**src/hw/rtl/mie_pkg.sv**
```systemverilog
// shared widths, types and divider control structs for the modular inverse block
`default_nettype none
package mie_pkg;

   // operand width and derived widths
   localparam int DATA_WIDTH = 31;
   localparam int COEF_WIDTH = DATA_WIDTH + 1;
   localparam int CNT_WIDTH  = $clog2(DATA_WIDTH);

   typedef logic [DATA_WIDTH-1:0] data_type;
   typedef logic [COEF_WIDTH-1:0] coef_type;
   typedef logic [CNT_WIDTH-1:0]  cnt_type;

   localparam cnt_type  CNT_LAST = CNT_WIDTH'(DATA_WIDTH - 1);
   localparam data_type DATA_ONE = DATA_WIDTH'(1);
   localparam coef_type COEF_ONE = COEF_WIDTH'(1);

   // command to the shared divide / multiply-accumulate unit
   typedef struct packed {
      logic     start;
      data_type dividend;
      data_type divisor;
      coef_type mult;
   } div_cmd_type;

   // result of the shared unit, valid while done is high
   typedef struct packed {
      logic     done;
      data_type rem;
      coef_type prod;
   } div_rsp_type;

endpackage
`default_nettype wire

```
**src/hw/rtl/mie_req_if.sv**
```systemverilog
// request channel: value and modulus with valid/ready
`default_nettype none
interface mie_req_if;
   logic               valid;
   logic               ready;
   mie_pkg::data_type  value;
   mie_pkg::data_type  modulus;

   modport source (output valid, output value, output modulus, input ready);
   modport sink   (input valid, input value, input modulus, output ready);
endinterface
`default_nettype wire

```
**src/hw/rtl/mie_rsp_if.sv**
```systemverilog
// response channel: inverse and found flag with valid/ready
`default_nettype none
interface mie_rsp_if;
   logic               valid;
   logic               ready;
   mie_pkg::data_type  inverse;
   logic               found;

   modport source (output valid, output inverse, output found, input ready);
   modport sink   (input valid, input inverse, input found, output ready);
endinterface
`default_nettype wire

```
**src/hw/rtl/modular_inverse_ext_euclid.sv**
```systemverilog
// modular inverse by extended euclid around one shared divide / multiply unit
// one request at a time: req ready only while idle, so a new request waits for the response to be taken
// modulus 0 or 1 answers in the cycle after the beat, a zero reduced value once the reduction divide is done
// reset: synchronous, clears the sequencer and the response valid; datapath registers are not reset
`default_nettype none
module modular_inverse_ext_euclid (
   input  wire        clock,
   input  wire        reset,
   mie_req_if.sink    req_bus,
   mie_rsp_if.source  rsp_bus
);

   typedef enum logic [2:0] {
      S_IDLE,
      S_REDUCE,
      S_NEXT,
      S_DIVIDE,
      S_WRAP,
      S_NORM,
      S_RESPOND
   } state_type;

   state_type              state_ff, state_in;
   mie_pkg::data_type      m_ff, m_in;
   mie_pkg::data_type      r0_ff, r0_in;
   mie_pkg::data_type      r1_ff, r1_in;
   mie_pkg::coef_type      t0_ff, t0_in;
   mie_pkg::coef_type      t1_ff, t1_in;
   mie_pkg::data_type      inverse_ff, inverse_in;
   logic                   found_ff, found_in;
   logic                   rsp_valid_ff, rsp_valid_in;

   mie_pkg::div_cmd_type   div_cmd;
   mie_pkg::div_rsp_type   div_rsp;
   logic                   req_beat;
   mie_pkg::coef_type      m_ext;

   assign req_beat = req_bus.valid && (state_ff == S_IDLE);
   assign m_ext    = {1'b0, m_ff};

   // shared divider
   mie_div_unit u_div (
      .clock (clock),
      .reset (reset),
      .cmd   (div_cmd),
      .rsp   (div_rsp)
   );

   // divider launch: reduce on a request beat with modulus above one, one euclid step from S_NEXT
   always_comb begin
      div_cmd = '0;
      if (req_beat && (req_bus.modulus > mie_pkg::DATA_ONE)) begin
         div_cmd.start    = 1'b1;
         div_cmd.dividend = req_bus.value;
         div_cmd.divisor  = req_bus.modulus;
         div_cmd.mult     = '0;
      end else if ((state_ff == S_NEXT) && (r1_ff != '0)) begin
         div_cmd.start    = 1'b1;
         div_cmd.dividend = r0_ff;
         div_cmd.divisor  = r1_ff;
         div_cmd.mult     = t1_ff;
      end
   end

   // sequencer
   always_comb begin
      state_in     = state_ff;
      m_in         = m_ff;
      r0_in        = r0_ff;
      r1_in        = r1_ff;
      t0_in        = t0_ff;
      t1_in        = t1_ff;
      inverse_in   = inverse_ff;
      found_in     = found_ff;
      rsp_valid_in = rsp_valid_ff;
      unique case (state_ff)
         S_IDLE: begin
            if (req_beat) begin
               m_in       = req_bus.modulus;
               inverse_in = '0;
               found_in   = 1'b0;
               if (req_bus.modulus == '0) begin
                  state_in     = S_RESPOND;
                  rsp_valid_in = 1'b1;
               end else if (req_bus.modulus == mie_pkg::DATA_ONE) begin
                  found_in     = 1'b1;
                  state_in     = S_RESPOND;
                  rsp_valid_in = 1'b1;
               end else begin
                  state_in = S_REDUCE;
               end
            end
         end
         S_REDUCE: begin
            if (div_rsp.done) begin
               if (div_rsp.rem == '0) begin
                  state_in     = S_RESPOND;
                  rsp_valid_in = 1'b1;
               end else begin
                  r0_in    = m_ff;
                  r1_in    = div_rsp.rem;
                  t0_in    = '0;
                  t1_in    = mie_pkg::COEF_ONE;
                  state_in = S_NEXT;
               end
            end
         end
         S_NEXT: begin
            if (r1_ff != '0) begin
               state_in = S_DIVIDE;
            end else if (r0_ff != mie_pkg::DATA_ONE) begin
               state_in     = S_RESPOND;
               rsp_valid_in = 1'b1;
            end else begin
               state_in = S_WRAP;
            end
         end
         S_DIVIDE: begin
            // r2 = r0 mod r1, t2 = t0 - q*t1
            if (div_rsp.done) begin
               r0_in    = r1_ff;
               r1_in    = div_rsp.rem;
               t0_in    = t1_ff;
               t1_in    = t0_ff - div_rsp.prod;
               state_in = S_NEXT;
            end
         end
         S_WRAP: begin
            // negative coefficient moves up by the modulus
            if (t0_ff[mie_pkg::COEF_WIDTH-1]) begin
               t0_in = t0_ff + m_ext;
            end
            state_in = S_NORM;
         end
         S_NORM: begin
            inverse_in   = (t0_ff >= m_ext) ? mie_pkg::data_type'(t0_ff - m_ext)
                                            : t0_ff[mie_pkg::DATA_WIDTH-1:0];
            found_in     = 1'b1;
            rsp_valid_in = 1'b1;
            state_in     = S_RESPOND;
         end
         S_RESPOND: begin
            if (rsp_bus.ready) begin
               rsp_valid_in = 1'b0;
               state_in     = S_IDLE;
            end
         end
         default: begin
            state_in = S_IDLE;
         end
      endcase
   end

   always_ff @(posedge clock) begin
      m_ff       <= m_in;
      r0_ff      <= r0_in;
      r1_ff      <= r1_in;
      t0_ff      <= t0_in;
      t1_ff      <= t1_in;
      inverse_ff <= inverse_in;
      found_ff   <= found_in;
      if (reset) begin
         state_ff     <= S_IDLE;
         rsp_valid_ff <= 1'b0;
      end else begin
         state_ff     <= state_in;
         rsp_valid_ff <= rsp_valid_in;
      end
   end

   // channel outputs
   assign req_bus.ready   = (state_ff == S_IDLE);
   assign rsp_bus.valid   = rsp_valid_ff;
   assign rsp_bus.inverse = inverse_ff;
   assign rsp_bus.found   = found_ff;

endmodule
`default_nettype wire

```
**src/hw/rtl/mie_div_unit.sv**
```systemverilog
// radix-2 restoring divider that also accumulates quotient times a coefficient
`default_nettype none
module mie_div_unit (
   input  wire                    clock,
   input  wire                    reset,
   input  mie_pkg::div_cmd_type   cmd,
   output mie_pkg::div_rsp_type   rsp
);

   logic                          busy_ff, busy_in;
   logic                          done_ff, done_in;
   mie_pkg::cnt_type              cnt_ff, cnt_in;
   mie_pkg::data_type             dvd_ff, dvd_in;
   mie_pkg::data_type             dsr_ff, dsr_in;
   mie_pkg::data_type             rem_ff, rem_in;
   mie_pkg::coef_type             mult_ff, mult_in;
   mie_pkg::coef_type             acc_ff, acc_in;

   logic [mie_pkg::DATA_WIDTH:0]  rem_sh;
   logic [mie_pkg::DATA_WIDTH:0]  diff;
   logic                          qbit;
   mie_pkg::coef_type             acc_sh;

   // one quotient bit per cycle, msb first
   always_comb begin
      rem_sh = {rem_ff, dvd_ff[mie_pkg::DATA_WIDTH-1]};
      diff   = rem_sh - {1'b0, dsr_ff};
      qbit   = (rem_sh >= {1'b0, dsr_ff});
      acc_sh = {acc_ff[mie_pkg::COEF_WIDTH-2:0], 1'b0} + (qbit ? mult_ff : '0);
   end

   // next state
   always_comb begin
      busy_in = busy_ff;
      done_in = 1'b0;
      cnt_in  = cnt_ff;
      dvd_in  = dvd_ff;
      dsr_in  = dsr_ff;
      rem_in  = rem_ff;
      mult_in = mult_ff;
      acc_in  = acc_ff;
      if (cmd.start) begin
         busy_in = 1'b1;
         cnt_in  = mie_pkg::CNT_LAST;
         dvd_in  = cmd.dividend;
         dsr_in  = cmd.divisor;
         mult_in = cmd.mult;
         rem_in  = '0;
         acc_in  = '0;
      end else if (busy_ff) begin
         dvd_in = {dvd_ff[mie_pkg::DATA_WIDTH-2:0], 1'b0};
         rem_in = qbit ? diff[mie_pkg::DATA_WIDTH-1:0] : rem_sh[mie_pkg::DATA_WIDTH-1:0];
         acc_in = acc_sh;
         cnt_in = cnt_ff - mie_pkg::cnt_type'(1);
         if (cnt_ff == '0) begin
            busy_in = 1'b0;
            done_in = 1'b1;
         end
      end
   end

   always_ff @(posedge clock) begin
      cnt_ff  <= cnt_in;
      dvd_ff  <= dvd_in;
      dsr_ff  <= dsr_in;
      rem_ff  <= rem_in;
      mult_ff <= mult_in;
      acc_ff  <= acc_in;
      if (reset) begin
         busy_ff <= 1'b0;
         done_ff <= 1'b0;
      end else begin
         busy_ff <= busy_in;
         done_ff <= done_in;
      end
   end

   assign rsp.done = done_ff;
   assign rsp.rem  = rem_ff;
   assign rsp.prod = acc_ff;

endmodule
`default_nettype wire
```
**src/flat_wrapper.sv**
```systemverilog
// flat-port wrapper written by rule: the top's interface ports become plain ports
module modular_inverse_ext_euclid_flat 
  (clock, reset, req_bus_valid, req_bus_value, req_bus_modulus, req_bus_ready, rsp_bus_valid, rsp_bus_inverse, rsp_bus_found, rsp_bus_ready);
  mie_req_if req_bus_i ();
  mie_rsp_if rsp_bus_i ();
  input  wire clock;
  input  wire reset;
  input wire logic [$bits(req_bus_i.valid)-1:0] req_bus_valid;
  input wire logic [$bits(req_bus_i.value)-1:0] req_bus_value;
  input wire logic [$bits(req_bus_i.modulus)-1:0] req_bus_modulus;
  output wire logic [$bits(req_bus_i.ready)-1:0] req_bus_ready;
  output wire logic [$bits(rsp_bus_i.valid)-1:0] rsp_bus_valid;
  output wire logic [$bits(rsp_bus_i.inverse)-1:0] rsp_bus_inverse;
  output wire logic [$bits(rsp_bus_i.found)-1:0] rsp_bus_found;
  input wire logic [$bits(rsp_bus_i.ready)-1:0] rsp_bus_ready;
  assign req_bus_i.valid = req_bus_valid;
  assign req_bus_i.value = req_bus_value;
  assign req_bus_i.modulus = req_bus_modulus;
  assign req_bus_ready = req_bus_i.ready;
  assign rsp_bus_valid = rsp_bus_i.valid;
  assign rsp_bus_inverse = rsp_bus_i.inverse;
  assign rsp_bus_found = rsp_bus_i.found;
  assign rsp_bus_i.ready = rsp_bus_ready;
  modular_inverse_ext_euclid u_core (.clock(clock), .reset(reset), .req_bus(req_bus_i), .rsp_bus(rsp_bus_i));
endmodule
```
**config.mk**
```make
export PLATFORM = sky130hd
export DESIGN_NAME = modular_inverse_ext_euclid_flat
export DESIGN_NICKNAME = d
export VERILOG_FILES = /design/src/hw/rtl/mie_pkg.sv /design/src/hw/rtl/mie_req_if.sv /design/src/hw/rtl/mie_rsp_if.sv /design/src/hw/rtl/modular_inverse_ext_euclid.sv /design/src/hw/rtl/mie_div_unit.sv /design/src/flat_wrapper.sv
export SDC_FILE = /design/constraint.sdc
export NUM_CORES = 1
export LEC_CHECK = 0
export ABC_AREA = 1
export BUFFER_PORTS_ARGS = -buffer_cell sky130_fd_sc_hd__buf_2
export CORE_MARGIN = 2
export CORE_UTILIZATION = 30
export CTS_CLUSTER_DIAMETER = 40
export CTS_CLUSTER_SIZE = 28
export DETAILED_ROUTE_END_ITERATION = 7
export PLACE_DENSITY_LB_ADDON = 0.2
export SLEW_MARGIN = 10
export SYNTH_ARGS = -nofsm -noshare
export SYNTH_HDL_FRONTEND = slang
export SYNTH_SLANG_ARGS = --single-unit
```
**constraint.sdc**
```tcl
create_clock -name clock -period 12.5 [get_ports clock]
set_clock_uncertainty 0.2 [all_clocks]
set_input_delay 1.875 -clock clock [delete_from_list [all_inputs] [get_ports clock]]
set_output_delay 1.875 -clock clock [all_outputs]
set_load 0.02 [all_outputs]
```
# [Word-level counts from Yosys, hierarchy flattened]
# Cells that the tools add are included.
[totals] out_inout_bits=34 elab_cells=122 inputBits=66 reg_bits=357
[classes] order_cmp=3 addsub=6 n_bitwise=2 eq_ne=18 n_reduce_logical=22 mux=53
[ops] operator="$mux 31" count=11
[ops] operator="$mux 32" count=8
[ops] operator="$mux 95" count=2
[ops] operator="$pmux 31 s2" count=3
[ops] operator="$pmux 32 s3" count=1
[ops] operator="$ge 32x31->1" count=2
[ops] operator="$pmux 32 s2" count=1
[ops] operator="$logic_not 31->1" count=2
[ops] operator="$sub 31x31->31" count=2
[ops] operator="$add 32x31->32" count=1
[ops] operator="$add 32x32->32" count=1
[ops] operator="$sub 32x32->32" count=1
[ops] operator="$eq 31x1->1 const B" count=1
[ops] operator="$gt 31x1->1 const B" count=1
[ops] operator="$ne 31x1->1 const B" count=1
[ops] operator="$reduce_bool 31->1" count=1
[ops] operator="$mux 3" count=8
[ops] operator="$pmux 3 s7" count=1
[ops] operator="$mux 1" count=15
[ops] operator="$ne 2x2->1 const B" count=6
[ops] operator="$reduce_and 4->1" count=3
[ops] operator="$eq 3x3->1 const B" count=3
[ops] operator="$reduce_and 8->1" count=1
[ops] operator="$eq 3x2->1 const B" count=2
[ops] operator="other kinds (18)" count=26

# [Logic depth before layout (Yosys ltp)]
[logic_depth] depth_word=5 mapped_depth=28 mapped_depth_nobuf=27

# [By module]
# From an unflattened synthesis, not the netlist that was laid out.
[hier_totals] cells_unflattened=3593 hier_area_um2=25655.9
[modules_own_cells] module="modular_inverse_ext_euclid" seq_area_each_um2=5755.5 area_per_inst_um2=15875.2 n_inst=1 cells_each=2312
[modules_own_cells] module="mie_div_unit" seq_area_each_um2=4224.1 area_per_inst_um2=9780.6 n_inst=1 cells_each=1281

# [Worst setup path before layout]
# Ideal clock, no wire load.
[synth_path] path_type="register to register" from="register u_core.u_div.rem_ff[0]" to="register u_core.t0_ff[0], enable pin" stages_incl_launch_ff=10 t_arrival_ns=6.640 path_buffers=0 setup_time_ns=0.429 required_time_ns=11.871 path_slack_ns=5.230 period_less_slack_ns=7.270 cell_sequence="dfxtp_1 nor2_1 nand4_1 nand3b_1 nor2_1 nand2_1 nand2_1 nor2_1 nor2_1 a21oi_1"
[synth_via] elab_chain_len=3
[synth_rtl] item="start, declared" line="mie_div_unit.sv:15" text="mie_pkg::data_type rem_ff, rem_in;"
[synth_rtl] item="start signal, assigned" line="mie_div_unit.sv:66" text="rem_ff <= rem_in;"
[synth_rtl] item="$logic_not 31->1" line="modular_inverse_ext_euclid.sv:96" text="if (div_rsp.rem == '0) begin"
[synth_rtl] item="$ne 2x2->1 (no line)"
[synth_rtl] item="$reduce_and 5->1 (no line)"
[synth_rtl] item="end signal, assigned" line="modular_inverse_ext_euclid.sv:158" text="t0_ff <= t0_in;"
[synth_rtl] item="end, declared" line="modular_inverse_ext_euclid.sv:27" text="mie_pkg::coef_type t0_ff, t0_in;"
# Every way passes these cells.
# A chain may end at the register's enable or synchronous reset.

# [Worst setup path after layout]
[layout_path] from="register u_core.u_div.dvd_ff[30]" to="register u_core.u_div.acc_ff[23]"
[layout_via] elab_chain_len=3
[layout_rtl] item="start, declared" line="mie_div_unit.sv:13" text="mie_pkg::data_type dvd_ff, dvd_in;"
[layout_rtl] item="start signal, assigned" line="mie_div_unit.sv:64" text="dvd_ff <= dvd_in;"
[layout_rtl] item="$ge 32x31->1" line="mie_div_unit.sv:28" text="qbit = (rem_sh >= {1'b0, dsr_ff});"
[layout_rtl] item="$mux 32" line="mie_div_unit.sv:29" text="acc_sh = {acc_ff[mie_pkg::COEF_WIDTH-2:0], 1'b0} + (qbit ? mult_ff : '0);"
[layout_rtl] item="$add 32x32->32" line="mie_div_unit.sv:29"
[layout_rtl] item="end signal, assigned" line="mie_div_unit.sv:68" text="acc_ff <= acc_in;"
[layout_rtl] item="end, declared" line="mie_div_unit.sv:17" text="mie_pkg::coef_type acc_ff, acc_in;"
# Every way passes these cells.

==> out/metrics.yaml <==
power_and_ir_drop:
  ir_worst_vdd_mv: 0.189
  net-switching-power_uw: 2470
  power.internal_uw: 3430
  clkPwrFrac: 0.319
  leakage_uw: 0.0119
  power_switching_share: 0.419
  share_seq_of_total_power: 0.311
  power.density_cell_area_nw_per_um2: 213
  share_comb_of_total_power: 0.370
global_route:
  first_global_vias: 20162
  antenna_violations_before_repair: 1
  globalRoute.totalOverflow: 0
  largest_net_degree_at_the_start_of_global_routing: 78
  grt_usage: 0.209
  first_pass_grt_wire_length_um: 128000
setup_path:
  startpoint_type: "flop"
  endpoint: "u_core.u_div.acc_ff[23]"
  setup_slack_of_the_worst_register_to_register_path_ns: 7.12
  crit_type: "flop to flop"
  reg2regPathDepth: 26
  cp-startpoint: "u_core.u_div.dvd_ff[30]"
  crit_path_end_kind: "flop"
  critPathArrivalTime_ns: 5.66
  worstPathMaxFanout: 30
  cp_data_required_time_ns: 12.78
  r2r-end: "u_core.u_div.acc_ff[23]"
  critical_path.reg2reg.startpoint: "u_core.u_div.dvd_ff[30]"
place:
  place.gp.congestion: 0.954
  io_buffer_count: 99
  detailed_place_hpwl_um: 67700
  detailed_place.area_um2: 25300
  place_worst_setup_slack_ns: 6.66
floorplanning:
  initial_cell_density_of_the_core: 0.304
  boundaryPins: 100
  core.rowCount: 102
  fp.dieW_um: 285
  floorplan.die_area_um2: 81100
  chipHeight_um: 285
  core_um2: 77700
synthesis:
  ys_ff_latch: 357
  synth-seq-area-share: 0.422
  synth_nets: 3296
  synth-edff-count: 283
  synth-warning-count: 0
  synthesis.area_um2: 23700
  synth_flop_cell: "edfxtp_1"
  syn_area_per_cell_um2: 7.70
  postSynthCellCount: 3070
  synthDistinctLibCells: 50
  synthArstFlopShare: 0
drt:
  vias: 21619
  detailedRoute.firstPassIterationCount: 5
  detail_route.wl_per_cell_um: 20.1
  avgViaCountPerCell: 5.05
  post_detailed_route_drc_marker_count: 0
  route.final.wire_length_um: 85800
  drt_first_iter_violations: 2494
  route.antenna.remaining_nets: 0
clocking:
  cts_tree: "yes"
  ctsHoldBuffers: 0
  post_cts_resized: 0
  htree_num_levels: 3
  tritoncts.num_buffers: 68
  worstSkewPairLatency_ns: 0.63
  clock_tree.root_cell: "clkbuf_16"
  cts-root-to-sink-buffers: 3
  cts_setup_buffers: 0
  worst_setup_hold_path_clk_slew_ns: 0.05
  numClockSinks: 357
timing:
  tightestPinTransition_ns: 1.08
  period_minus_slack_ns: 5.38
  setup-violations-final: 0
  finalCritPeriodShare: 0.430
  finalHoldViolations: 0
  worst_setup_slack_after_layout_ns: 7.12
  timing.final.max_slew_violations: 0
  fmax_ghz: 0.186
  slew-limit-headroom: 0.277
  timing.setup.tns_ns: 0
  rsz0062_at_grt: "false"
hold_path:
  holdCritStartpoint: "u_core.u_div.mult_ff[0]"
  min-delay-path-class: "flop to flop"
layout:
  mostFrequentLayoutCells: "nand2_1, inv_1, nor2_1, edfxtp_1, a21oi_1"
  final_design_area_no_fill_um2: 27700
  area_taken_by_multi_input_logic_gates_um2: 11800
  syn_to_final_growth_pct: 16.9
  final_layout_size_suffix_gt1_frac: 0.0825
  finalNetCount: 3410
  antennaDiodeCount: 0
  layout.core_utilization: 0.356
  final_common_cell: "nand2_1"
  final-seq-area_um2: 9980
  num-fill-cells: 8272
flow_run:
  total_of_max_cap_violations: 0
run_status:
  status: "finished clean"
## stage by stage
stage / instances / hold WS (ns) / power, uW
global route: 4277 / 0.292 / 6230
floorplan: 3070 / 0.239 / 3240
global placement: 4154 / 0.244 / 4010
detailed placement: 4154 / 0.257 / 4000
CTS: 4277 / 0.271 / 5910
finish: 4277 / 0.266 / 5900
## area by class of cell
type,count,area share
flip-flops and latches,357,0.361
clock buffers,77,0.0643
multi-input cells,2209,0.425
well taps,1040,0.0471
clock inverters,46,0.0212
repair buffers,117,0.0228
inverters,431,0.0585
## sequential cells by signal, indices dropped and copies added (netlist names), 32 cells and up
signal,flops
u_core.u_div.acc_ff,32
u_core.u_div.mult_ff,32
u_core.t1_ff,32
u_core.t0_ff,32
## kinds of logic after synthesis
| kind of cell | synth area share |
|---|---|
| AOI/OAI and AO/OA | 0.161 |
| xor gates and xnor gates | 0.0193 |
| adders and majority gates | 0.0862 |
| buffers and inverters | 0.0835 |
| DFF | 0.422 |
| and+or+nand+nor | 0.228 |
## routing by layer
| layer | share of wire | track usage | wire length (um) | up-vias |
|---|---|---|---|---|
| met5 | 0 | 0 | 0 | - |
| met1 | 0.50 | 0.320 | 42800 | 10251 |
| met4 | 0.015 | 0.0458 | 1310 | 0 |
| li1 | - | - | - | 10567 |
| met2 | 0.42 | 0.303 | 35800 | 718 |
| met3 | 0.069 | 0.0351 | 5920 | 83 |
## cells in the mapped netlist (all sizes together), types with 17 or more instances
cell type / count / area share
nand2: 713 / 0.11
inv: 428 / 0.068
nor2: 356 / 0.058
edfxtp: 283 / 0.36
o21ai: 269 / 0.058
a21oi: 268 / 0.057
ha: 155 / 0.082
nand3: 139 / 0.029
dfxtp: 74 / 0.063
nor3: 45 / 0.0095
buf: 39 / 0.0097
o211ai: 38 / 0.012
xor2: 36 / 0.013
clkbuf: 34 / 0.0054
nand4: 30 / 0.0079
o22ai: 28 / 0.010
a21o: 21 / 0.0067
nor4: 17 / 0.0045
## power groups by stage
stage / clock network, uW / logic (uW) / registers (uW)
after floorplan: 0 / 1420 / 1820
final: 1880 / 2180 / 1830
after CTS: 1910 / 2160 / 1840
after global placement: 0 / 2160 / 1850
after detailed placement: 0 / 2150 / 1850
after global routing: 1970 / 2400 / 1860
## worst max-delay path, stage by stage (launching register included)
cell and delay, ns:
edfxtp_1 0.46, inv_1 0.07, ha_1 0.22, fa_1 0.41, inv_1 0.07, nand2_1 0.04, nand2_1 0.08, nand3_1 0.07
nand2_1 0.14, nand2_1 0.09, nand3_1 0.08, nand2_1 0.06, nand2_2 0.33, clkinv_1 0.47, buf_4 0.39, nor2_1 0.13
ha_1 0.19, fa_1 0.22, nand3_1 0.08, nand2_1 0.16, a21boi_0 0.22, o21ai_0 0.54, nand3_1 0.14, nand2_1 0.15
nand2_1 0.06, nand2_1 0.07, o22ai_2 0.06
## worst min-delay path by stage
stage,end,cells after the start
after floorplan,u_core.u_div.acc_ff[0],2
after global placement,u_core.u_div.acc_ff[0],2
after detailed placement,u_core.u_div.acc_ff[0],2
after CTS,u_core.u_div.acc_ff[0],2
after global routing,u_core.u_div.acc_ff[0],2
final,u_core.u_div.acc_ff[0],2
Note: power is estimated with default switching activity, not from simulation.
